[config.mk]
export PLATFORM = sky130hd
export DESIGN_NAME = quicksort_lomuto_sorter_unit
export DESIGN_NICKNAME = d
export VERILOG_FILES = /design/src/rtl/qsl_pkg.sv /design/src/rtl/qsl_range_stack.sv /design/src/rtl/quicksort_lomuto_sorter_unit.sv
export VERILOG_INCLUDE_DIRS = /design/src /design/src/rtl
export SDC_FILE = /design/constraint.sdc
export NUM_CORES = 2
export LEC_CHECK = 0
export BUFFER_PORTS_ARGS = -buffer_cell sky130_fd_sc_hd__buf_2
export CAP_MARGIN = 20
export CORE_MARGIN = 5
export CORE_UTILIZATION = 60
export DETAILED_ROUTE_END_ITERATION = 8
export PLACE_DENSITY = 0.73
export SETUP_SLACK_MARGIN = 0.3
export SLEW_MARGIN = 10
export SYNTH_ARGS = -nofsm -noshare
export SYNTH_HDL_FRONTEND = slang
export SYNTH_SLANG_ARGS = --single-unit
[constraint.sdc]
create_clock -name clk -period 15.2 [get_ports clk]
set_clock_uncertainty 0.2 [all_clocks]
set_input_delay 0.76 -clock clk [delete_from_list [all_inputs] [get_ports clk]]
set_output_delay 0.76 -clock clk [all_outputs]
set_load 0.05 [all_outputs]
[src/rtl/assert_macros.svh]
// assertion macros shared by the sorter rtl
`ifndef ASSERT_MACROS_SVH
`define ASSERT_MACROS_SVH

// same-cycle implication, checked outside reset
`define QSL_ASSERT_IMP(label, clk, rst_n, ante, cons) \
  label: assert property (@(posedge clk) disable iff (!rst_n) (ante) |-> (cons)) \
    else $error("sorter check failed: same-cycle implication");

// next-cycle implication, checked outside reset
`define QSL_ASSERT_NXT(label, clk, rst_n, ante, cons) \
  label: assert property (@(posedge clk) disable iff (!rst_n) (ante) |=> (cons)) \
    else $error("sorter check failed: next-cycle implication");

`endif

[src/rtl/qsl_pkg.sv]
// types and constants shared by the quicksort sorter modules
package qsl_pkg;

  localparam int DATA_W = 32;

  // sequencer states
  typedef enum logic [3:0] {
    ST_IDLE,
    ST_START,
    ST_POP,
    ST_RANGE,
    ST_PIVOT,
    ST_SCAN,
    ST_CMP,
    ST_SWAP1,
    ST_SWAP2,
    ST_FIN1,
    ST_FIN2,
    ST_PUSH2,
    ST_EMIT
  } sort_state_t;

  // range stack controls from the sequencer
  typedef struct packed {
    logic push;
    logic pop;
  } stack_ctl_t;

endpackage

[src/rtl/qsl_range_stack.sv]
// range stack: holds pending {low, high} index pairs of the quicksort
`include "assert_macros.svh"

module qsl_range_stack #(
  parameter int AW    = 6,
  parameter int DEPTH = 64
) (
  input  logic                clk,
  input  logic                rst_n,
  input  qsl_pkg::stack_ctl_t ctl,
  input  logic [2*AW-1:0]     push_data,
  output logic [2*AW-1:0]     top_data,
  output logic                empty
);

  localparam int IW  = $clog2(DEPTH);
  localparam int SPW = $clog2(DEPTH + 1);
  localparam logic [SPW-1:0] DEPTH_C = SPW'(DEPTH);

  logic [2*AW-1:0] stack_mem [DEPTH];
  logic [SPW-1:0]  sp_r;
  logic [SPW-1:0]  sp_nxt;
  logic [SPW-1:0]  sp_dec;
  logic [2*AW-1:0] top_data_r;
  logic            push_ok;

  assign sp_dec  = sp_r - SPW'(1);
  assign push_ok = ctl.push && (sp_r < DEPTH_C);
  assign empty   = (sp_r == '0);
  assign top_data = top_data_r;

  // stack pointer update
  always_comb begin
    sp_nxt = sp_r;
    if (push_ok) begin
      sp_nxt = sp_r + SPW'(1);
    end else if (ctl.pop) begin
      sp_nxt = sp_dec;
    end
  end

  always_ff @(posedge clk) begin
    if (!rst_n) begin
      sp_r <= '0;
    end else begin
      sp_r <= sp_nxt;
    end
  end

  // storage, registered read on pop
  always_ff @(posedge clk) begin
    if (push_ok) begin
      stack_mem[sp_r[IW-1:0]] <= push_data;
    end
    if (ctl.pop) begin
      top_data_r <= stack_mem[sp_dec[IW-1:0]];
    end
  end

  `QSL_ASSERT_IMP(a_no_pop_when_empty, clk, rst_n, ctl.pop, sp_r != '0)
  `QSL_ASSERT_IMP(a_no_push_and_pop, clk, rst_n, ctl.push, !ctl.pop)

endmodule

[src/rtl/quicksort_lomuto_sorter_unit.sv]
// top level of the quicksort sorter: load, in-place lomuto sort, ordered read-out
//
// Values are loaded one beat per cycle while busy is low. A beat with in_last set, or the
// beat that fills the SIZE-entry store, starts the sort and busy goes high. The sort is one
// shared compare on a two-port element memory (one write, one registered read a cycle)
// under a small sequencer: each range passes through pop, pivot fetch, the scan, the
// pivot placement and the pushes; each scanned element through scan and compare, and a
// swap adds writes to both slots. A sorted run of n values is then driven out on
// consecutive cycles, out_valid high on each beat and out_last_res on the final one; the
// receiver cannot stall and must take every beat. No clearing pass after reset.
`include "assert_macros.svh"

module quicksort_lomuto_sorter_unit #(
  parameter int SIZE = 64
) (
  input  logic               clk,
  input  logic               rst_n,
  input  logic               start,
  output logic               busy,
  input  logic signed [31:0] in_value,
  input  logic               in_last,
  output logic               out_valid,
  output logic signed [31:0] out_sorted_value,
  output logic               out_last_res
);

  localparam int AW = $clog2(SIZE);
  localparam int CW = $clog2(SIZE + 1);
  localparam logic [CW-1:0] FILL_C = CW'(SIZE - 1);

  qsl_pkg::sort_state_t state_r, state_nxt;

  // element store
  logic [qsl_pkg::DATA_W-1:0] elem_mem [SIZE];
  logic [qsl_pkg::DATA_W-1:0] rd_data_r;
  logic                       rd_en;
  logic [AW-1:0]              rd_addr;
  logic                       wr_en;
  logic [AW-1:0]              wr_addr;
  logic [qsl_pkg::DATA_W-1:0] wr_data;

  // sequencer datapath
  logic [CW-1:0]              count_r, count_nxt;
  logic [AW-1:0]              lo_r, lo_nxt;
  logic [AW-1:0]              hi_r, hi_nxt;
  logic [AW-1:0]              place_r, place_nxt;
  logic [AW-1:0]              scan_r, scan_nxt;
  logic [AW-1:0]              k_r, k_nxt;
  logic [qsl_pkg::DATA_W-1:0] pivot_r, pivot_nxt;
  logic [qsl_pkg::DATA_W-1:0] hold_r, hold_nxt;
  logic                       out_valid_r, out_valid_nxt;
  logic                       out_last_r, out_last_nxt;

  // range stack link
  qsl_pkg::stack_ctl_t        stk_ctl;
  logic [2*AW-1:0]            stk_push_data;
  logic [2*AW-1:0]            stk_top;
  logic                       stk_empty;
  logic [AW-1:0]              top_lo;
  logic [AW-1:0]              top_hi;

  logic                       accept;
  logic                       load_done;
  logic                       not_above;
  logic [CW-1:0]              n_minus1;
  logic                       push_left;
  logic                       push_right;

  assign accept    = start && !busy;
  assign load_done = in_last || (count_r == FILL_C);
  assign top_lo    = stk_top[2*AW-1:AW];
  assign top_hi    = stk_top[AW-1:0];
  assign not_above = $signed(rd_data_r) <= $signed(pivot_r);
  assign n_minus1  = count_r - CW'(1);
  assign push_left  = {1'b0, place_r} >= ({1'b0, lo_r} + (AW+1)'(2));
  assign push_right = ({1'b0, place_r} + (AW+1)'(2)) <= {1'b0, hi_r};

  assign busy             = (state_r != qsl_pkg::ST_IDLE);
  assign out_valid        = out_valid_r;
  assign out_last_res     = out_last_r;
  assign out_sorted_value = $signed(rd_data_r);

  qsl_range_stack #(
    .AW    (AW),
    .DEPTH (SIZE)
  ) u_stack (
    .clk       (clk),
    .rst_n     (rst_n),
    .ctl       (stk_ctl),
    .push_data (stk_push_data),
    .top_data  (stk_top),
    .empty     (stk_empty)
  );

  // next state
  always_comb begin
    state_nxt = state_r;
    case (state_r)
      qsl_pkg::ST_IDLE: begin
        if (accept && load_done) begin
          state_nxt = qsl_pkg::ST_START;
        end
      end
      qsl_pkg::ST_START: begin
        state_nxt = (count_r >= CW'(2)) ? qsl_pkg::ST_POP : qsl_pkg::ST_EMIT;
      end
      qsl_pkg::ST_POP: begin
        state_nxt = stk_empty ? qsl_pkg::ST_EMIT : qsl_pkg::ST_RANGE;
      end
      qsl_pkg::ST_RANGE: begin
        state_nxt = (top_lo >= top_hi) ? qsl_pkg::ST_POP : qsl_pkg::ST_PIVOT;
      end
      qsl_pkg::ST_PIVOT: state_nxt = qsl_pkg::ST_SCAN;
      qsl_pkg::ST_SCAN: begin
        state_nxt = (scan_r < hi_r) ? qsl_pkg::ST_CMP : qsl_pkg::ST_FIN1;
      end
      qsl_pkg::ST_CMP: begin
        if (not_above && (place_r != scan_r)) begin
          state_nxt = qsl_pkg::ST_SWAP1;
        end else begin
          state_nxt = qsl_pkg::ST_SCAN;
        end
      end
      qsl_pkg::ST_SWAP1: state_nxt = qsl_pkg::ST_SWAP2;
      qsl_pkg::ST_SWAP2: state_nxt = qsl_pkg::ST_SCAN;
      qsl_pkg::ST_FIN1:  state_nxt = qsl_pkg::ST_FIN2;
      qsl_pkg::ST_FIN2:  state_nxt = qsl_pkg::ST_PUSH2;
      qsl_pkg::ST_PUSH2: state_nxt = qsl_pkg::ST_POP;
      qsl_pkg::ST_EMIT: begin
        if ({1'b0, k_r} == n_minus1) begin
          state_nxt = qsl_pkg::ST_IDLE;
        end
      end
      default: state_nxt = qsl_pkg::ST_IDLE;
    endcase
  end

  // memory, stack and datapath controls
  always_comb begin
    rd_en         = 1'b0;
    rd_addr       = '0;
    wr_en         = 1'b0;
    wr_addr       = '0;
    wr_data       = '0;
    stk_ctl       = '0;
    stk_push_data = '0;
    count_nxt     = count_r;
    lo_nxt        = lo_r;
    hi_nxt        = hi_r;
    place_nxt     = place_r;
    scan_nxt      = scan_r;
    k_nxt         = k_r;
    pivot_nxt     = pivot_r;
    hold_nxt      = hold_r;
    out_valid_nxt = 1'b0;
    out_last_nxt  = 1'b0;
    case (state_r)
      qsl_pkg::ST_IDLE: begin
        // load one beat into the next free entry
        if (accept) begin
          wr_en     = 1'b1;
          wr_addr   = count_r[AW-1:0];
          wr_data   = in_value;
          count_nxt = count_r + CW'(1);
        end
      end
      qsl_pkg::ST_START: begin
        // all loaded values form the first range
        if (count_r >= CW'(2)) begin
          stk_ctl.push  = 1'b1;
          stk_push_data = {AW'(0), n_minus1[AW-1:0]};
        end
        k_nxt = '0;
      end
      qsl_pkg::ST_POP: begin
        if (!stk_empty) begin
          stk_ctl.pop = 1'b1;
        end
        k_nxt = '0;
      end
      qsl_pkg::ST_RANGE: begin
        // fetch the pivot at the high end
        lo_nxt = top_lo;
        hi_nxt = top_hi;
        if (top_lo < top_hi) begin
          rd_en   = 1'b1;
          rd_addr = top_hi;
        end
      end
      qsl_pkg::ST_PIVOT: begin
        pivot_nxt = rd_data_r;
        place_nxt = lo_r;
        scan_nxt  = lo_r;
      end
      qsl_pkg::ST_SCAN: begin
        rd_en   = 1'b1;
        rd_addr = (scan_r < hi_r) ? scan_r : place_r;
      end
      qsl_pkg::ST_CMP: begin
        if (not_above) begin
          if (place_r == scan_r) begin
            place_nxt = place_r + AW'(1);
            scan_nxt  = scan_r + AW'(1);
          end else begin
            hold_nxt = rd_data_r;
            rd_en    = 1'b1;
            rd_addr  = place_r;
          end
        end else begin
          scan_nxt = scan_r + AW'(1);
        end
      end
      qsl_pkg::ST_SWAP1: begin
        // scanned value into the place slot, keep the displaced one
        wr_en    = 1'b1;
        wr_addr  = place_r;
        wr_data  = hold_r;
        hold_nxt = rd_data_r;
      end
      qsl_pkg::ST_SWAP2: begin
        wr_en     = 1'b1;
        wr_addr   = scan_r;
        wr_data   = hold_r;
        place_nxt = place_r + AW'(1);
        scan_nxt  = scan_r + AW'(1);
      end
      qsl_pkg::ST_FIN1: begin
        // pivot into its final slot
        wr_en    = 1'b1;
        wr_addr  = place_r;
        wr_data  = pivot_r;
        hold_nxt = rd_data_r;
      end
      qsl_pkg::ST_FIN2: begin
        wr_en   = 1'b1;
        wr_addr = hi_r;
        wr_data = hold_r;
        if (push_left) begin
          stk_ctl.push  = 1'b1;
          stk_push_data = {lo_r, place_r - AW'(1)};
        end
      end
      qsl_pkg::ST_PUSH2: begin
        if (push_right) begin
          stk_ctl.push  = 1'b1;
          stk_push_data = {place_r + AW'(1), hi_r};
        end
      end
      qsl_pkg::ST_EMIT: begin
        // one read a cycle, strobe follows the registered data
        rd_en         = 1'b1;
        rd_addr       = k_r;
        out_valid_nxt = 1'b1;
        out_last_nxt  = ({1'b0, k_r} == n_minus1);
        k_nxt         = k_r + AW'(1);
        if ({1'b0, k_r} == n_minus1) begin
          count_nxt = '0;
        end
      end
      default: begin
      end
    endcase
  end

  // control registers
  always_ff @(posedge clk) begin
    if (!rst_n) begin
      state_r     <= qsl_pkg::ST_IDLE;
      count_r     <= '0;
      out_valid_r <= 1'b0;
      out_last_r  <= 1'b0;
    end else begin
      state_r     <= state_nxt;
      count_r     <= count_nxt;
      out_valid_r <= out_valid_nxt;
      out_last_r  <= out_last_nxt;
    end
  end

  // datapath registers
  always_ff @(posedge clk) begin
    lo_r    <= lo_nxt;
    hi_r    <= hi_nxt;
    place_r <= place_nxt;
    scan_r  <= scan_nxt;
    k_r     <= k_nxt;
    pivot_r <= pivot_nxt;
    hold_r  <= hold_nxt;
  end

  // element store, registered read
  always_ff @(posedge clk) begin
    if (wr_en) begin
      elem_mem[wr_addr] <= wr_data;
    end
    if (rd_en) begin
      rd_data_r <= elem_mem[rd_addr];
    end
  end

  `QSL_ASSERT_NXT(a_emit_strobes, clk, rst_n, state_r == qsl_pkg::ST_EMIT, out_valid_r)
  `QSL_ASSERT_IMP(a_final_beat_idle, clk, rst_n, out_valid_r && out_last_r, !busy)
  `QSL_ASSERT_IMP(a_place_behind_scan, clk, rst_n, state_r == qsl_pkg::ST_SCAN, place_r <= scan_r)
  `QSL_ASSERT_IMP(a_count_in_range, clk, rst_n, 1'b1, count_r <= CW'(SIZE))

endmodule
==> key figures <==
Synth
  • Yosys Warn Count: 0
  • Seq/Total Area, Yosys: 75.5%
  • Area share of the largest cell type after synthesis: 75.1%
  • Avg Inst Size Synth: 18.4 sq um
  • Post-synth ARST share: 0%
  • Synth area leaders: edfxtp_1, mux4_2, mux2i_1, nand2_1, mux2_2
  • Count leader, synth: edfxtp_1
  • Syn nets: 6513
  • Yosys reg bits: 2974
  • Area leader, netlist: edfxtp_1
  • Post-synthesis cell area: 118000 sq um
  • List of most frequent post-synthesis cells: edfxtp_1, nand2_1, mux4_2, mux2i_1, nor2_1
  • Top FF cell, synth: edfxtp_1
  • EDFF count, synth: between 2000 and 3000
  • Cells after Synth: 6409
  • Synth unique cells: 81

Floorplan
  • Die W: 454 microns
  • Die ar.: 206000 sq um
  • Die height: 454 microns
  • Core Area: about 200000 sq um
  • Top Ports: between 70 and 80
  • Row cnt: 162
  • Initial Utilization: 60.4%

Setup path
  • Crit-path max FO: 144
  • R2R Path Start: out_sorted_value[18]
  • CP Class: flop to flop
  • R2R depth: 15
  • CP Capture Type: flop
  • WP data required: between 15 and 20 ns
  • R2R Setup Slk: between 7 and 8 ns
  • CP arrival: 8.41 ns
  • Crit Reg-Reg Endpoint: out_sorted_value[21]
  • Worst setup SP type: flop

Power
  • Pwr Density: 163 nW/um^2
  • Combinational power share: 20.1%
  • Sw Share: 29.1%
  • P_sw: about 0.0063 W
  • Internal cell power: between 0.015 and 0.02 W
  • Share of power burned in registers: 47.6%
  • LEAKAGE: 44.1 nW
  • Maximum vdd drop: 0.129 mV
  • Clk pwr share: 32.2%

Clock tree
  • Resized Gates After CTS: 0
  • Number of clock buffers inserted by TritonCTS: 307
  • Hold-fix buffers at CTS: 0
  • Clock sinks: 2974
  • CTS tree: yes
  • H-tree depth: 5
  • Worst-path clk slew: 0.06 ns
  • Clock Latency Late Sink: 0.95 ns
  • Setup Buffers After CTS: 0
  • Root buffer cell: clkbuf_16
  • CTS Buffer Depth: 4

Min path
  • Worst hold path class: primary input to flop
  • Hold Crit Endpoint: state_r[2]
  • Min-Delay Startpoint: rst_n
  • Hold Path Depth: 2

Timing
  • Final setup margin: 7.21 ns
  • Least-Margin Pin Slew: approximately 1.3 ns
  • Final hold vios: 0
  • Clock period minus worst slack: 7.99 ns
  • Setup TNS: 0 ns
  • # setup viols final: 0
  • Slew margin rel.: under 10%
  • Slew Viols, Final: 0
  • Max Clock Freq: 0.125 GHz
  • RSZ-0062 raised after global routing: no
  • Crit share post-route: 52.5%

Global route
  • Largest net degree at the start of global routing: 145
  • GRT overflow: 0
  • First-pass GRT wire length: 462 mm
  • Total track usage: 31.6%
  • Antenna violations before repair: 26
  • Vias in the first global route: 63100

Routing
  • Vias/cell: around 6.8
  • Max layer used: met5
  • Routed WL: 324 mm
  • Via count: 65100
  • Met3 Wirelength: 38.2 mm
  • Metal-1 WL: 113 mm
  • Pre-antenna DRT Iters: 9
  • Routed length on met2: 151 mm
  • Antenna Nets Post-Route: 0
  • Remaining DRCs: 0
  • WL/cell: 34.1 microns
  • DRT iter0 DRCs: 9998

Place
  • Placer congestion estimate: 0.984
  • PortBufs: 70
  • Placed Area: 123000 sq um
  • Post-Place Worst Slack: 7.53 ns
  • Placed cells: 8936
  • Final HPWL DP: about 180 mm

Final layout
  • Net count, final: between 6000 and 7000
  • Final Cell Area: 132000 sq um
  • Fin cells: 9503
  • Area grow syn2layout: 11.9%
  • Share of layout cells above drive strength 1: 21.4%
  • Fillers: 12400

Status
  • Outcome: completed

Flow run
  • Max cap viols: 0
-- critical path, cell delays in order, from the launching register on --
cell and delay [ns]:
edfxtp_1 0.64, ha_1 0.42, nand4_1 0.13, nor4_1 0.83, nand3_1 0.36, and2_1 0.28
o31a_1 0.11, buf_4 0.20, o21ai_4 0.55, buf_4 0.53, buf_12 0.60, buf_4 0.85
mux4_2 0.43, a32o_1 0.22, a221oi_1 0.84, o32ai_1 0.20
-- sequential cells by signal (all words and copies together), names as in the netlist --
| name | flops |
|---|---|
| elem_mem | 2048 |
| u_stack.stack_mem | 768 |
| hold_r | 32 |
| out_sorted_value | 32 |
| pivot_r | 32 |
| u_stack.top_data | 12 |
| count_r | 7 |
| u_stack.sp_r | 7 |
| hi_r | 6 |
| k_r | 6 |
| lo_r | 6 |
| place_r | 6 |
| scan_r | 6 |
| state_r | 4 |
| out_last_res | 1 |
| out_valid | 1 |
-- layout by cell type (no fill, tap or decap), types with 67 or more instances in the layout --
cell type | Yosys | final
inv_1 | 105 | 73
buf_4 | 30 | 211
and3_1 | 102 | 101
nand3_1 | 148 | 146
clkbuf_16 | 0 | 313
clkinv_1 | 0 | 75
ha_1 | 68 | 67
mux4_2 | 404 | 404
mux2_2 | 147 | 147
o22ai_1 | 94 | 94
nand2_1 | 600 | 597
nor2_1 | 195 | 119
buf_2 | 104 | 79
mux2i_1 | 332 | 332
nor2_4 | 1 | 68
edfxtp_1 | 2954 | 2954
-- power groups by stage --
stage               registers [W]  clock network (W)  logic, W
floorplan                  0.0104                  0   0.00226
global placement           0.0104                  0   0.00397
detailed placement         0.0105                  0   0.00408
CTS                        0.0103            0.00700   0.00410
global route               0.0103            0.00738   0.00447
finish                     0.0103            0.00694   0.00433
-- how the worst max path moves through the flow --
| stage | from | to | cells past startpoint | slack (ns) |
|---|---|---|---|---|
| after floorplan | place_r[2] | u_stack.stack_mem[0][10] | 11 | 9.30 |
| after global placement | out_sorted_value[23] | out_sorted_value[14] | 15 | 7.40 |
| after detailed placement | out_sorted_value[23] | out_sorted_value[20] | 14 | 7.53 |
| after CTS | out_sorted_value[23] | out_sorted_value[20] | 14 | 7.41 |
| after global routing | out_sorted_value[23] | out_sorted_value[21] | 15 | 7.00 |
| final | out_sorted_value[18] | out_sorted_value[21] | 15 | 7.21 |
-- final cells by class --
cell class,instances,area (sq um),share of cell area [%]
Clock inverter,151,1040,0.788
Antenna cell,14,35.0,0.0265
Clock buffer,368,8040,6.08
Timing Repair Buffer,327,2670,2.02
Tap cell,2624,3280,2.48
Inverter,105,395,0.299
Sequential cell,2974,89100,67.4
Multi-Input combinational cell,2940,27600,20.9
-- cell families after synthesis --
kind of cell | Yosys count | share of synthesized area [%]
and+or+nand+nor | 1199 | 4.54
buffers and inverters | 495 | 2.00
muxes | 883 | 11.9
AOI/OAI and AO/OA | 741 | 5.00
adders and majority gates | 68 | 0.720
xor gates and xnor gates | 49 | 0.363
DFF | 2974 | 75.5
-- stage by stage --
step	total power [W]	util, %	hold slack [ns]
global route	0.0221	67.6	0.0509
global placement	0.0144	62.6	0.235
detailed placement	0.0145	62.7	0.238
finish	0.0215	67.6	0.0944
floorplan	0.0127	-	0.226
CTS	0.0214	67.3	0.0240
-- layer usage --
layer | GRT usage (%) | up-vias
li1 | - | 26500
met1 | 42.1 | 33100
met2 | 48.4 | 4510
met3 | 7.83 | 964
met4 | 17.7 | 16
met5 | 0 | -
Note: power is estimated with default switching activity, not from simulation.
